<file path="src/orsr_pkg.sv">
// Shared types and constants for the ROM search decision core.
// Used by orsr_byte_mem, orsr_core, orsr_out_skid and onewire_rom_search.
package orsr_pkg;

  // Id geometry
  localparam int ID_BITS  = 64;
  localparam int NBYTES   = (ID_BITS + 7) / 8;
  localparam int IDX_W    = (NBYTES > 1) ? $clog2(NBYTES) : 1;
  localparam int MEM_DEPTH = 1 << IDX_W;
  localparam int POS_W    = 7;
  localparam int ROM_W    = 64;

  localparam logic [POS_W-1:0] LAST_FORK_INIT = POS_W'(65);
  localparam logic [POS_W-1:0] ID_LAST        = POS_W'(ID_BITS);
  localparam logic [ROM_W-1:0] ID_MASK =
    (ID_BITS >= ROM_W) ? {ROM_W{1'b1}} : ((ROM_W'(1) << ID_BITS) - ROM_W'(1));

  // Operation codes on the input stream
  typedef enum logic [1:0] {
    OP_CLEAR = 2'd0,
    OP_START = 2'd1,
    OP_PAIR  = 2'd2
  } op_e;

  // Result status codes
  typedef enum logic [2:0] {
    ST_CLEARED     = 3'd0,
    ST_STARTED     = 3'd1,
    ST_ALL_FOUND   = 3'd2,
    ST_NO_PRESENCE = 3'd3,
    ST_BIT         = 3'd4,
    ST_DONE        = 3'd5,
    ST_CONFLICT    = 3'd6,
    ST_IGNORED     = 3'd7
  } status_e;

  // One result transaction
  typedef struct packed {
    status_e          status;
    logic             write_bit;
    logic [POS_W-1:0] bit_index;
    logic [ROM_W-1:0] rom_id;
  } res_t;

  // Address byte memory request from the core
  typedef struct packed {
    logic             clear;
    logic             we;
    logic [IDX_W-1:0] waddr;
    logic [7:0]       wdata;
    logic [IDX_W-1:0] raddr;
  } mem_req_t;

endpackage

</file>
<file path="src/orsr_byte_mem.sv">
// Byte-wide memory holding the stored search address, one entry per id byte.
// Depends on orsr_pkg; entries carry valid bits so a clear needs no pass over the entries.
module orsr_byte_mem (
  input  logic               clk_i,
  input  logic               rst_ni,
  input  orsr_pkg::mem_req_t req_i,
  output logic [7:0]         rdata_o
);
  import orsr_pkg::*;

  logic [7:0]           mem [MEM_DEPTH];
  logic [MEM_DEPTH-1:0] valid_q, valid_d;
  logic [7:0]           rd_q;
  logic                 rd_valid_q;
  logic                 fwd;

  // Next valid bits: clear drops all, a write marks its entry
  always_comb begin
    valid_d = valid_q;
    if (req_i.clear) begin
      valid_d = '0;
    end else if (req_i.we) begin
      valid_d[req_i.waddr] = 1'b1;
    end
  end

  assign fwd = req_i.we && (req_i.waddr == req_i.raddr) && !req_i.clear;

  always_ff @(posedge clk_i or negedge rst_ni) begin
    if (!rst_ni) begin
      valid_q    <= '0;
      rd_valid_q <= 1'b0;
    end else begin
      valid_q    <= valid_d;
      rd_valid_q <= valid_d[req_i.raddr];
    end
  end

  // Write port and registered read port, forwarding a same-entry write
  always_ff @(posedge clk_i) begin
    if (req_i.we) begin
      mem[req_i.waddr] <= req_i.wdata;
    end
    if (fwd) begin
      rd_q <= req_i.wdata;
    end else begin
      rd_q <= mem[req_i.raddr];
    end
  end

  // Unwritten entries read as zero
  assign rdata_o = rd_valid_q ? rd_q : 8'h00;

endmodule

</file>
<file path="src/orsr_core.sv">
// Per-transaction decision logic of the ROM search walk.
// Depends on orsr_pkg; reads and writes address bytes through orsr_byte_mem.
module orsr_core (
  input  logic               clk_i,
  input  logic               rst_ni,
  input  logic               in_valid_i,
  input  orsr_pkg::op_e      op_i,
  input  logic               presence_i,
  input  logic               first_read_i,
  input  logic               second_read_i,
  input  logic [7:0]         mem_rdata_i,
  output orsr_pkg::mem_req_t mem_req_o,
  output orsr_pkg::res_t     res_o
);
  import orsr_pkg::*;

  logic [POS_W-1:0] position_q, position_d;
  logic [POS_W-1:0] last_fork_q, last_fork_d;
  logic [POS_W-1:0] pending_q, pending_d;
  logic [7:0]       byte_asm_q, byte_asm_d;
  logic             active_q, active_d;
  logic [ROM_W-1:0] rom_q, rom_d;

  logic [POS_W-1:0] p;
  logic [IDX_W-1:0] byte_sel;
  logic             prev_bit;
  logic             dir_bit;
  logic             bad;
  logic [7:0]       acc;
  logic [3:0]       kk;
  logic [7:0]       low_mask;
  logic [7:0]       new_byte;
  logic             commit;
  logic             done;

  // Bit position and stored bit under it
  assign p        = position_q + POS_W'(1);
  assign byte_sel = position_q[3 +: IDX_W];
  assign prev_bit = mem_rdata_i[position_q[2:0]];
  assign commit   = (p[2:0] == 3'd0) || (p >= ID_LAST);
  assign done     = (p >= ID_LAST);

  // Direction choice for one bit pair
  always_comb begin
    dir_bit   = 1'b0;
    bad       = 1'b0;
    pending_d = pending_q;
    if (!first_read_i) begin
      if (!second_read_i) begin
        if (p < last_fork_q) begin
          if (prev_bit) begin
            dir_bit = 1'b1;
          end else begin
            pending_d = p;
          end
        end else if (p == last_fork_q) begin
          dir_bit = 1'b1;
        end else begin
          pending_d = p;
        end
      end
    end else if (!second_read_i) begin
      dir_bit = 1'b1;
    end else begin
      bad = 1'b1;
    end
  end

  // Merge the assembled bits into the low end of the current byte
  assign acc      = byte_asm_q | {dir_bit, 7'd0};
  assign kk       = {1'b0, position_q[2:0]} + 4'd1;
  assign low_mask = 8'((9'd1 << kk) - 9'd1);
  assign new_byte = (mem_rdata_i & ~low_mask) | (8'(acc >> (4'd8 - kk)) & low_mask);

  // Operation sequencing
  always_comb begin
    position_d      = position_q;
    last_fork_d     = last_fork_q;
    byte_asm_d      = byte_asm_q;
    active_d        = active_q;
    rom_d           = rom_q;
    mem_req_o       = '0;
    res_o           = '0;
    res_o.status    = ST_IGNORED;
    if (in_valid_i) begin
      case (op_i)
        OP_CLEAR: begin
          position_d      = '0;
          last_fork_d     = LAST_FORK_INIT;
          byte_asm_d      = '0;
          active_d        = 1'b0;
          mem_req_o.clear = 1'b1;
          res_o.status    = ST_CLEARED;
        end
        OP_START: begin
          active_d = 1'b0;
          if (last_fork_q == '0) begin
            res_o.status = ST_ALL_FOUND;
          end else if (!presence_i) begin
            res_o.status = ST_NO_PRESENCE;
          end else begin
            active_d     = 1'b1;
            position_d   = '0;
            byte_asm_d   = '0;
            res_o.status = ST_STARTED;
          end
        end
        OP_PAIR: begin
          if (active_q) begin
            if (bad) begin
              active_d     = 1'b0;
              res_o.status = ST_CONFLICT;
            end else begin
              res_o.write_bit = dir_bit;
              res_o.bit_index = p;
              position_d      = p;
              if (commit) begin
                mem_req_o.we    = 1'b1;
                mem_req_o.waddr = byte_sel;
                mem_req_o.wdata = new_byte;
                rom_d[{byte_sel, 3'b000} +: 8] = new_byte;
                byte_asm_d      = '0;
              end else begin
                byte_asm_d = acc >> 1;
              end
              if (done) begin
                last_fork_d  = pending_d;
                active_d     = 1'b0;
                res_o.rom_id = rom_d & ID_MASK;
                res_o.status = ST_DONE;
              end else begin
                res_o.status = ST_BIT;
              end
            end
          end
        end
        default: begin
          res_o.status = ST_IGNORED;
        end
      endcase
    end
    mem_req_o.raddr = position_d[3 +: IDX_W];
  end

  always_ff @(posedge clk_i or negedge rst_ni) begin
    if (!rst_ni) begin
      position_q  <= '0;
      last_fork_q <= LAST_FORK_INIT;
      pending_q   <= '0;
      byte_asm_q  <= '0;
      active_q    <= 1'b0;
    end else begin
      position_q  <= position_d;
      last_fork_q <= last_fork_d;
      byte_asm_q  <= byte_asm_d;
      active_q    <= active_d;
      if (in_valid_i && op_i == OP_START) begin
        pending_q <= '0;
      end else if (in_valid_i && op_i == OP_CLEAR) begin
        pending_q <= '0;
      end else if (in_valid_i && op_i == OP_PAIR && active_q && !bad) begin
        pending_q <= pending_d;
      end
    end
  end

  // Assembled id bytes of the running pass
  always_ff @(posedge clk_i) begin
    rom_q <= rom_d;
  end

  // A decided bit advances the position by one
  assert property (@(posedge clk_i) disable iff (!rst_ni)
    in_valid_i && res_o.status == ST_BIT |=> position_q == $past(position_q) + POS_W'(1))
    else $error("position did not advance after a decided bit");

  // A finished or aborted pass leaves no pass running
  assert property (@(posedge clk_i) disable iff (!rst_ni)
    in_valid_i && (res_o.status == ST_DONE || res_o.status == ST_CONFLICT) |=> !active_q)
    else $error("pass still active after it ended");

  // Clearing restores the initial fork
  assert property (@(posedge clk_i) disable iff (!rst_ni)
    in_valid_i && op_i == OP_CLEAR |=> last_fork_q == LAST_FORK_INIT && !active_q)
    else $error("clear did not restore the walk");

  // The id is only reported at its last bit
  assert property (@(posedge clk_i) disable iff (!rst_ni)
    in_valid_i && res_o.status == ST_DONE |=> position_q == ID_LAST)
    else $error("id reported before its last bit");

endmodule

</file>
<file path="src/orsr_out_skid.sv">
// Two-entry result buffer between the decision core and the output stream.
// Depends on orsr_pkg for the result type.
module orsr_out_skid (
  input  logic           clk_i,
  input  logic           rst_ni,
  input  logic           push_i,
  input  orsr_pkg::res_t data_i,
  output logic           ready_o,
  output logic           valid_o,
  input  logic           pop_ready_i,
  output orsr_pkg::res_t data_o
);
  import orsr_pkg::*;

  res_t       head_q, tail_q;
  logic [1:0] cnt_q;
  logic       pop;

  assign ready_o = (cnt_q != 2'd2);
  assign valid_o = (cnt_q != 2'd0);
  assign data_o  = head_q;
  assign pop     = valid_o && pop_ready_i;

  // Track occupancy
  always_ff @(posedge clk_i or negedge rst_ni) begin
    if (!rst_ni) begin
      cnt_q <= 2'd0;
    end else if (push_i && !pop) begin
      cnt_q <= cnt_q + 2'd1;
    end else if (pop && !push_i) begin
      cnt_q <= cnt_q - 2'd1;
    end
  end

  // Move payload between the two entries
  always_ff @(posedge clk_i) begin
    if (push_i && pop) begin
      if (cnt_q == 2'd1) begin
        head_q <= data_i;
      end else begin
        head_q <= tail_q;
        tail_q <= data_i;
      end
    end else if (push_i) begin
      if (cnt_q == 2'd0) begin
        head_q <= data_i;
      end else begin
        tail_q <= data_i;
      end
    end else if (pop) begin
      head_q <= tail_q;
    end
  end

  // A full buffer keeps both entries until one is taken
  assert property (@(posedge clk_i) disable iff (!rst_ni)
    cnt_q == 2'd2 && !pop |=> cnt_q == 2'd2)
    else $error("full buffer lost an entry");

endmodule

</file>
<file path="src/onewire_rom_search.sv">
// Top level of the ROM search decision core: stream ports, core, byte memory
// and result buffer. Depends on orsr_pkg, orsr_byte_mem, orsr_core, orsr_out_skid.
//
//  Channel   Dir  tdata (low bit first)                        tuser
//  s_axis    in   presence, first_read, second_read (8 bits)   operation (2)
//  m_axis    out  write_bit, bit_index, rom_id (72 bits)       status (3)
//
// One transaction is accepted every cycle while the buffer has room; its result
// enters the buffer at the accepting edge and is offered on m_axis after older
// results. The stored address sits in a byte memory with a registered read at the
// byte of the next bit position, so bit pairs can arrive back to back.
// Reset clears the walk and all memory valid bits at once; no clearing pass.
// With the output stalled the two-entry buffer absorbs two results, then
// s_axis_tready drops until a result is taken.
module onewire_rom_search (
  input  logic        clk_i,
  input  logic        rst_ni,
  input  logic        s_axis_tvalid,
  output logic        s_axis_tready,
  input  logic [7:0]  s_axis_tdata,   // presence, first_read, second_read
  input  logic [1:0]  s_axis_tuser,   // operation
  output logic        m_axis_tvalid,
  input  logic        m_axis_tready,
  output logic [71:0] m_axis_tdata,   // write_bit, bit_index[6:0], rom_id[63:0]
  output logic [2:0]  m_axis_tuser    // status
);
  import orsr_pkg::*;

  logic     accept;
  mem_req_t mem_req;
  logic [7:0] mem_rdata;
  res_t     core_res;
  res_t     out_res;

  assign accept = s_axis_tvalid && s_axis_tready;

  orsr_byte_mem u_mem (
    .clk_i   (clk_i),
    .rst_ni  (rst_ni),
    .req_i   (mem_req),
    .rdata_o (mem_rdata)
  );

  orsr_core u_core (
    .clk_i         (clk_i),
    .rst_ni        (rst_ni),
    .in_valid_i    (accept),
    .op_i          (op_e'(s_axis_tuser)),
    .presence_i    (s_axis_tdata[0]),
    .first_read_i  (s_axis_tdata[1]),
    .second_read_i (s_axis_tdata[2]),
    .mem_rdata_i   (mem_rdata),
    .mem_req_o     (mem_req),
    .res_o         (core_res)
  );

  orsr_out_skid u_skid (
    .clk_i       (clk_i),
    .rst_ni      (rst_ni),
    .push_i      (accept),
    .data_i      (core_res),
    .ready_o     (s_axis_tready),
    .valid_o     (m_axis_tvalid),
    .pop_ready_i (m_axis_tready),
    .data_o      (out_res)
  );

  // Pack the result transaction
  assign m_axis_tdata = {out_res.rom_id, out_res.bit_index, out_res.write_bit};
  assign m_axis_tuser = out_res.status;

endmodule
</file>
<file path="config.mk">
export PLATFORM = sky130hd
export DESIGN_NAME = onewire_rom_search
export DESIGN_NICKNAME = d
export VERILOG_FILES = /design/src/orsr_pkg.sv /design/src/orsr_byte_mem.sv /design/src/orsr_core.sv /design/src/orsr_out_skid.sv /design/src/onewire_rom_search.sv
export SDC_FILE = /design/constraint.sdc
export NUM_CORES = 1
export LEC_CHECK = 0
export BUFFER_PORTS_ARGS = -buffer_cell sky130_fd_sc_hd__buf_2
export CORE_UTILIZATION = 50
export CTS_CLUSTER_SIZE = 28
export DETAILED_ROUTE_END_ITERATION = 12
export PLACE_DENSITY = 0.71
export SLEW_MARGIN = 20
export SYNTH_ARGS = -nofsm -noshare
export SYNTH_HDL_FRONTEND = slang
export SYNTH_SLANG_ARGS = --single-unit
</file>
<file path="constraint.sdc">
create_clock -name clk_i -period 18.8 [get_ports clk_i]
set_clock_uncertainty 0.15 [all_clocks]
set_input_delay 0 -clock clk_i [delete_from_list [all_inputs] [get_ports clk_i]]
set_output_delay 0 -clock clk_i [all_outputs]
set_load 0.01 [all_outputs]
</file>
==> impl_metrics.env, run 1 <==
export IMPL_grt_pass1_vias=10132
export IMPL_path_buf_inv=2
export IMPL_yosysUniqueCellTypes=72
export IMPL_cts_buffers=34
export IMPL_finalSetupViolCount=0
export IMPL_timing_fmax_mhz=175.3
export IMPL_violations="hold timing"
export IMPL_ir_worst_vdd_mv=0.1029
export IMPL_die_w_um=174.3
export IMPL_p_leak_uw=0.006023
export IMPL_cts_resized=0
export IMPL_critPathCaptureType="flop"
export IMPL_synthesis_nets=1290
export IMPL_netlist_instances=1247
export IMPL_grt_max_degree=69
export IMPL_hp_class="in2async"
export IMPL_synth_edf_count=278
export IMPL_rsz0062_at_grt="no"
export IMPL_cpPeakStageDelay_ns=0.66
export IMPL_instances_no_fill=1743
export IMPL_synth_flop_cell="edfxtp_1"
export IMPL_async_flop_share_pct=12.46
export IMPL_wl_um=35660
export IMPL_yosysWarnings=0
export IMPL_initial_core_util_pct=51.28
export IMPL_cts_root_buf="clkbuf_16"
export IMPL_drv_slew=0
export IMPL_hpwl_um=22690
export IMPL_syn_cell_area_mm2=0.01484
export IMPL_detail_route_antenna_nets=0
export IMPL_cts_clk_slew_worst_paths_ns=0.06
export IMPL_cts_path_max_buffers=3
export IMPL_synth_seq_area_share_pct=63.42
export IMPL_slew_headroom_pct=15.99
export IMPL_grt_ovfl_total=0
export IMPL_nets=1376
export IMPL_hold_worst_slack_ns=-0.003389
export IMPL_via_count=10473
export IMPL_fill_cells=2326
export IMPL_numPortBuffers=85
export IMPL_routabilityCongestion=0.9032
export IMPL_clock_sinks=321
export IMPL_required_ns=18.90
export IMPL_path_cells="nand2_1 > nor2_1 > nand2_1 > xnor2_1 > inv_1 > ha_1 > nand2_1 > o21ai_1 > nor3_1 > o31ai_1 > a22oi_1 > a31oi_1 > a31oi_2 > buf_4 > nor2_1"
export IMPL_grt_usage_pct=23.82
export IMPL_placed_cells=1671
export IMPL_tns_ns=0
export IMPL_min_period_ns=5.706
export IMPL_drt_iter0_drc=1298
export IMPL_dieArea_mm2=0.03037
export IMPL_antenna_found_initial=1
export IMPL_critical_path_arrival_ns=5.80
export IMPL_cts_tree="built"
export IMPL_h_tree_depth=2
export IMPL_finalCritPeriodShare_pct=30.35
export IMPL_power_density_mw_per_mm2=126.2
export IMPL_syn_to_final_growth_pct=13.86
export IMPL_r2r_slack_ns=13.09
export IMPL_dr_pass1_iters=6
export IMPL_drive_gt1_share_pct=13.98
export IMPL_cts_post_setup_buffers_inserted=0
export IMPL_critPathLaunchType="flop"
export IMPL_synth_area_per_cell_um2=11.90
export IMPL_top_level_ports=91
export IMPL_maxCapViolCount=0
export IMPL_crit_path_frequent_cell="nand2_1"
export IMPL_drt_wirelength_per_cell_um=20.46
export IMPL_drc=0
export IMPL_fp_dieH_um=174.3
export IMPL_n_antenna_cell=0
export IMPL_vias_per_cell=6.009
export IMPL_crit_family="compound AO/OA/AOI/OAI gates"
export IMPL_hold_viol=7
export IMPL_placeableCoreArea_mm2=0.02894
export IMPL_synth_seq_cells=321
export IMPL_crit_path_top_delay_cell="o31ai_1"
export IMPL_grt_pass1_wl_um=56390
export IMPL_path_class="reg2reg"
export IMPL_status="finished, violations left"
export IMPL_num_rows=62
export IMPL_crit_fanout=13
export IMPL_clk_insertion_delay_late_ns=0.53
export IMPL_worst_slew_pin_slew_ns=1.250
worst reg2reg max path, cell delays in order (launching register included):
cell and delay, ns:
dfrtp_1 0.56, nand2_1 0.18, nor2_1 0.40, nand2_1 0.13
xnor2_1 0.60, inv_1 0.14, ha_1 0.32, nand2_1 0.05
o21ai_1 0.27, nor3_1 0.09, o31ai_1 0.66, a22oi_1 0.29
a31oi_1 0.43, a31oi_2 0.42, buf_4 0.34, nor2_1 0.41
layout make-up:
cell class,instances,area [um^2],area share [%]
sequential,321,9412,55.70
multi-input combinational,811,5014,29.67
clock buffer,40,883.3,5.228
timing repair buffer,117,690.7,4.088
tap,384,480.5,2.844
clock inverter,22,236.5,1.400
inverter,48,180.2,1.066
where the power goes:
group,leakage [uW],switching [uW],internal [uW],total [uW]
registers,0.00298,51.3,973,1020
clock network,0.000540,276,395,671
logic,0.00251,284,152,436
cell usage after synthesis (all sizes together), types with 3 or more instances:
| cell | instances | area (um^2) |
|---|---|---|
| clkbuf | 49 | 183.9 |
| mux2 | 8 | 90.08 |
| buf | 18 | 103.8 |
| nor3 | 18 | 90.09 |
| inv | 46 | 172.7 |
| nor2 | 87 | 326.6 |
| a211oi | 8 | 65.06 |
| xnor2 | 7 | 61.31 |
| o22ai | 6 | 37.54 |
| a31oi | 7 | 43.79 |
| edfxtp | 278 | 8348 |
| o21ai | 163 | 815.8 |
| nand2 | 140 | 525.5 |
| o41ai | 4 | 35.03 |
| nand3 | 45 | 225.2 |
| nand4 | 12 | 75.07 |
| or3 | 6 | 37.54 |
| o2bb2ai | 7 | 61.31 |
| o211ai | 4 | 30.03 |
| o21a | 11 | 82.58 |
| nor2b | 10 | 62.56 |
| dfrtp | 38 | 950.9 |
| a32oi | 6 | 60.06 |
| or4 | 3 | 22.52 |
| mux2i | 34 | 340.3 |
| or2 | 4 | 25.02 |
| and2 | 31 | 193.9 |
| mux4 | 6 | 135.1 |
| a21oi | 30 | 150.1 |
| dfxtp | 3 | 60.06 |
| ha | 29 | 362.9 |
| nor4 | 5 | 31.28 |
| a22oi | 62 | 475.5 |
| a22o | 10 | 87.58 |
| o31ai | 14 | 105.1 |
sequential cells by signal (all words and copies together) (netlist names), 8 cells and up, named ones only:
signal / count
u_skid.tail_q: 75
u_mem.mem: 64
u_skid.data_o: 75
u_mem.valid_q: 8
u_core.rom_q: 64
stage by stage:
stage | utilization (%) | power [uW] | cell area [um^2] | setup WS (ns) | hold slack, ns
after floorplan | - | 1316 | 14840 | 11.89 | -0.4456
after global placement | 54.18 | 1464 | 15680 | 13.34 | 0.03358
after detailed placement | 54.18 | 1472 | 15680 | 13.24 | 0.02477
after CTS | 58.39 | 2143 | 16900 | 13.19 | 0.02094
after global routing | 58.39 | 2222 | 16900 | 12.69 | 0.07647
final | 58.39 | 2132 | 16900 | 13.09 | -0.003389
final timing paths:
kind | startpoint | end | cells after the start
min in group clk_i | s_axis_tuser[0] | u_skid.tail_q[72] | 3
max | u_core.position_q[1] | u_mem.mem[0][0] | 15
min | rst_ni | u_skid.cnt_q[1] | 2
max in group asynchronous | rst_ni | u_core.position_q[3] | 2
min reg2reg | u_mem.valid_q[3] | u_mem.valid_q[3] | 2
max reg2reg | u_core.position_q[1] | u_mem.mem[0][0] | 15
per-layer routing:
layer	wire, um	vias to the layer above	global-route usage [%]
met5	0	-	0
met3	2604	78	3.434
met4	1008	0	7.895
li1	-	4880	-
met2	16980	488	38.53
met1	15060	5027	33.14
logic make-up after synthesis:
| logic type | synth area share [%] |
|---|---|
| compound gates | 15.29 |
| xor+xnor | 0.4722 |
| fa+ha+maj | 2.445 |
| buf+inv | 3.153 |
| flops | 63.42 |
| mux | 3.811 |
| simple gates | 11.41 |
what timing repair did:
| action | 4_1_cts | 5_1_grt |
|---|---|---|
| endpoints found under the setup margin | 0 | 0 |
| hold endpoints to repair | 59 | 0 |
| hold buffers | 10 | 0 |
cell usage in the layout, fill, tap and decap left out, types with 5 or more instances in the layout:
cell,instances
nor2_1,87
nand4_1,12
nor3_1,18
and2_1,31
o22ai_1,6
o31ai_1,14
mux2i_1,34
a31oi_1,6
a22oi_1,60
clkbuf_1,5
buf_2,85
edfxtp_1,278
ha_1,29
nand3_1,45
xnor2_1,7
or3_1,6
mux2_2,6
inv_1,45
dlygate4sd3_1,10
clkbuf_16,34
a21oi_1,29
mux4_2,6
a211oi_1,7
o21ai_1,70
nor2b_1,10
o2bb2ai_1,7
dfrtp_1,38
o21a_1,11
nand2_1,140
a22o_1,10
buf_4,22
o21ai_0,91
clkinv_1,9
(Power assumes the default switching activity.)
==> inputs of run 2 (changes only) <==
Clock period 18.8 ns to 5.95 ns, I/O delays scaled along.
==> run 2 against run 1 <==
Effect of this change:
- the run now ends clean
- worst hold slack gained 0.023 ns
- clock power grew to 3.0 times the previous value
- total power grew to 3.1 times the previous value
- combinational power grew to 3.2 times the previous value
- final area shrank 0.15%
- sequential power grew to 3.2 times the previous value
- die area is the same
- highest routed layer unchanged
==> impl_metrics.env, run 2 (same netlist as run 1, synthesis figures left out) <==
export IMPL_cts_buffers=35
export IMPL_hold_viol=0
export IMPL_path_cells="ha_1 > nand2_1 > xnor2_1 > inv_1 > ha_1 > nand2_1 > o21ai_1 > nor3_1 > o31ai_1 > buf_4 > a22oi_1 > and2_1 > o31a_1 > nor2_1"
export IMPL_cts_tree="built"
export IMPL_final_cell_area_mm2=0.01687
export IMPL_h_tree_depth=2
export IMPL_fp_dieH_um=174.3
export IMPL_critPathCaptureType="flop"
export IMPL_grt_pass1_vias=10206
export IMPL_status="complete, no violations"
export IMPL_slew_headroom_pct=26.05
export IMPL_path_buf_inv=2
export IMPL_worst_slew_pin_slew_ns=1.109
export IMPL_drt_wirelength_per_cell_um=20.51
export IMPL_p_leak_uw=0.006014
export IMPL_drc=0
export IMPL_vias_per_cell=6.029
export IMPL_grt_ovfl_total=0
export IMPL_switching_share_pct=28.78
export IMPL_drive_gt1_share_pct=14.26
export IMPL_syn_to_final_growth_pct=13.69
export IMPL_cts_path_max_buffers=3
export IMPL_top_level_ports=91
export IMPL_numPortBuffers=85
export IMPL_critical_path_arrival_ns=5.02
export IMPL_layout_commonest_cell="edfxtp_1"
export IMPL_power_density_mw_per_mm2=394.8
export IMPL_post_route_util_pct=58.31
export IMPL_timing_fmax_mhz=199.8
export IMPL_crit_path_top_delay_cell="o31a_1"
export IMPL_cts_root_buf="clkbuf_16"
export IMPL_finalCritPeriodShare_pct=84.12
export IMPL_p_clk_share_pct=30.6
export IMPL_grt_max_degree=68
export IMPL_num_rows=62
export IMPL_rsz0062_at_grt="no"
export IMPL_clk_insertion_delay_late_ns=0.53
export IMPL_cts_clk_slew_worst_paths_ns=0.06
export IMPL_grt_usage_pct=23.82
export IMPL_crit_fanout=20
export IMPL_detail_route_antenna_nets=0
export IMPL_hpwl_um=23110
export IMPL_nets=1377
export IMPL_wl_um=35790
export IMPL_cts_post_setup_buffers_inserted=0
export IMPL_drt_iter0_drc=1323
export IMPL_finalSetupViolCount=0
export IMPL_path_class="reg2reg"
export IMPL_required_ns=5.97
export IMPL_layout_common_cells="278 x edfxtp_1, 140 x nand2_1, 91 x o21ai_0, 85 x nor2_1, 85 x buf_2"
export IMPL_seqPwrFrac_pct=48.6
export IMPL_clock_sinks=321
export IMPL_placeableCoreArea_mm2=0.02894
export IMPL_via_count=10520
export IMPL_hp_class="in2async"
export IMPL_dieArea_mm2=0.03037
export IMPL_maxCapViolCount=0
export IMPL_routabilityCongestion=0.9201
export IMPL_die_w_um=174.3
export IMPL_place_area_mm2=0.01568
export IMPL_cpPeakStageDelay_ns=0.88
export IMPL_dr_pass1_iters=5
export IMPL_antenna_found_initial=1
export IMPL_p_int_uw=4744
export IMPL_tns_ns=0
export IMPL_initial_core_util_pct=51.28
export IMPL_min_period_ns=5.005
export IMPL_ir_worst_vdd_mv=0.4742
export IMPL_p_comb_share_pct=20.8
export IMPL_p_switching_uw=1917
export IMPL_crit_family="compound AO/OA/AOI/OAI gates"
export IMPL_fill_cells=2379
export IMPL_critPathLaunchType="flop"
export IMPL_drv_slew=0
export IMPL_grt_pass1_wl_um=56520
-- run 2: worst reg2reg max path: stages, from the launching register on --
cell and delay, ns:
dfrtp_1 0.70, ha_1 0.35, nand2_1 0.09, xnor2_1 0.52
inv_1 0.16, ha_1 0.32, nand2_1 0.06, o21ai_1 0.11
nor3_1 0.20, o31ai_1 0.11, buf_4 0.15, a22oi_1 0.29
and2_1 0.21, o31a_1 0.88, nor2_1 0.35
-- run 2: power groups by stage --
stage	Sequential (uW)	Clock, uW	Combinational [uW]
2_1_floorplan	3430	0	709
3_3_place_gp	3260	0	1360
3_5_place_dp	3280	0	1380
4_1_cts	3240	2060	1400
5_1_grt	3280	2140	1520
6_report	3240	2040	1390
-- run 2: worst paths after layout --
kind | endpoint | from | cells past startpoint | slack, ns
min in group clk_i | u_skid.tail_q[72] | s_axis_tuser[0] | 3 | 0.02
min reg2reg | u_mem.valid_q[0] | u_mem.valid_q[0] | 1 | 0.34
max in group asynchronous | u_mem.valid_q[4] | rst_ni | 2 | 5.02
min | u_skid.cnt_q[1] | rst_ni | 2 | 0.02
max | u_mem.mem[7][2] | u_core.position_q[3] | 14 | 0.94
max reg2reg | u_mem.mem[7][2] | u_core.position_q[3] | 14 | 0.94
-- run 2: per-stage QoR --
step	setup WS, ns	total power (uW)	hold WS (ns)	instances
2_1_floorplan	0.08043	4141	-0.4456	1247
3_3_place_gp	1.180	4622	0.04417	1671
3_5_place_dp	1.090	4663	0.04786	1671
4_1_cts	1.081	6701	0.008449	1744
5_1_grt	0.6233	6947	0.04678	1744
6_report	0.9447	6661	0.01928	1745
-- run 2: layout make-up --
cell class              instances  area, um^2  share of cell area (%)
multi-input cells             811        5025                   29.78
clock buffers                  47       962.2                   5.703
inverters                      48       180.2                   1.068
flip-flops and latches        321        9413                   55.79
clock inverters                16       117.6                  0.6971
diodes                          1       2.502                 0.01483
repair buffers                117       690.7                   4.094
well taps                     384       480.5                   2.848
-- run 2: what timing repair did --
item | in CTS | in global routing
gates resized for setup | 0 | 0
hold buffers | 10 | 0
endpoints found under the hold margin | 60 | 0
-- run 2: layer usage --
layer	track usage, %	vias to the layer above	routed length [um]
met3	4.265	77	2616
li1	-	4877	-
met4	8.004	0	1055
met2	38.46	448	17080
met1	32.59	5118	15030
met5	0	-	0
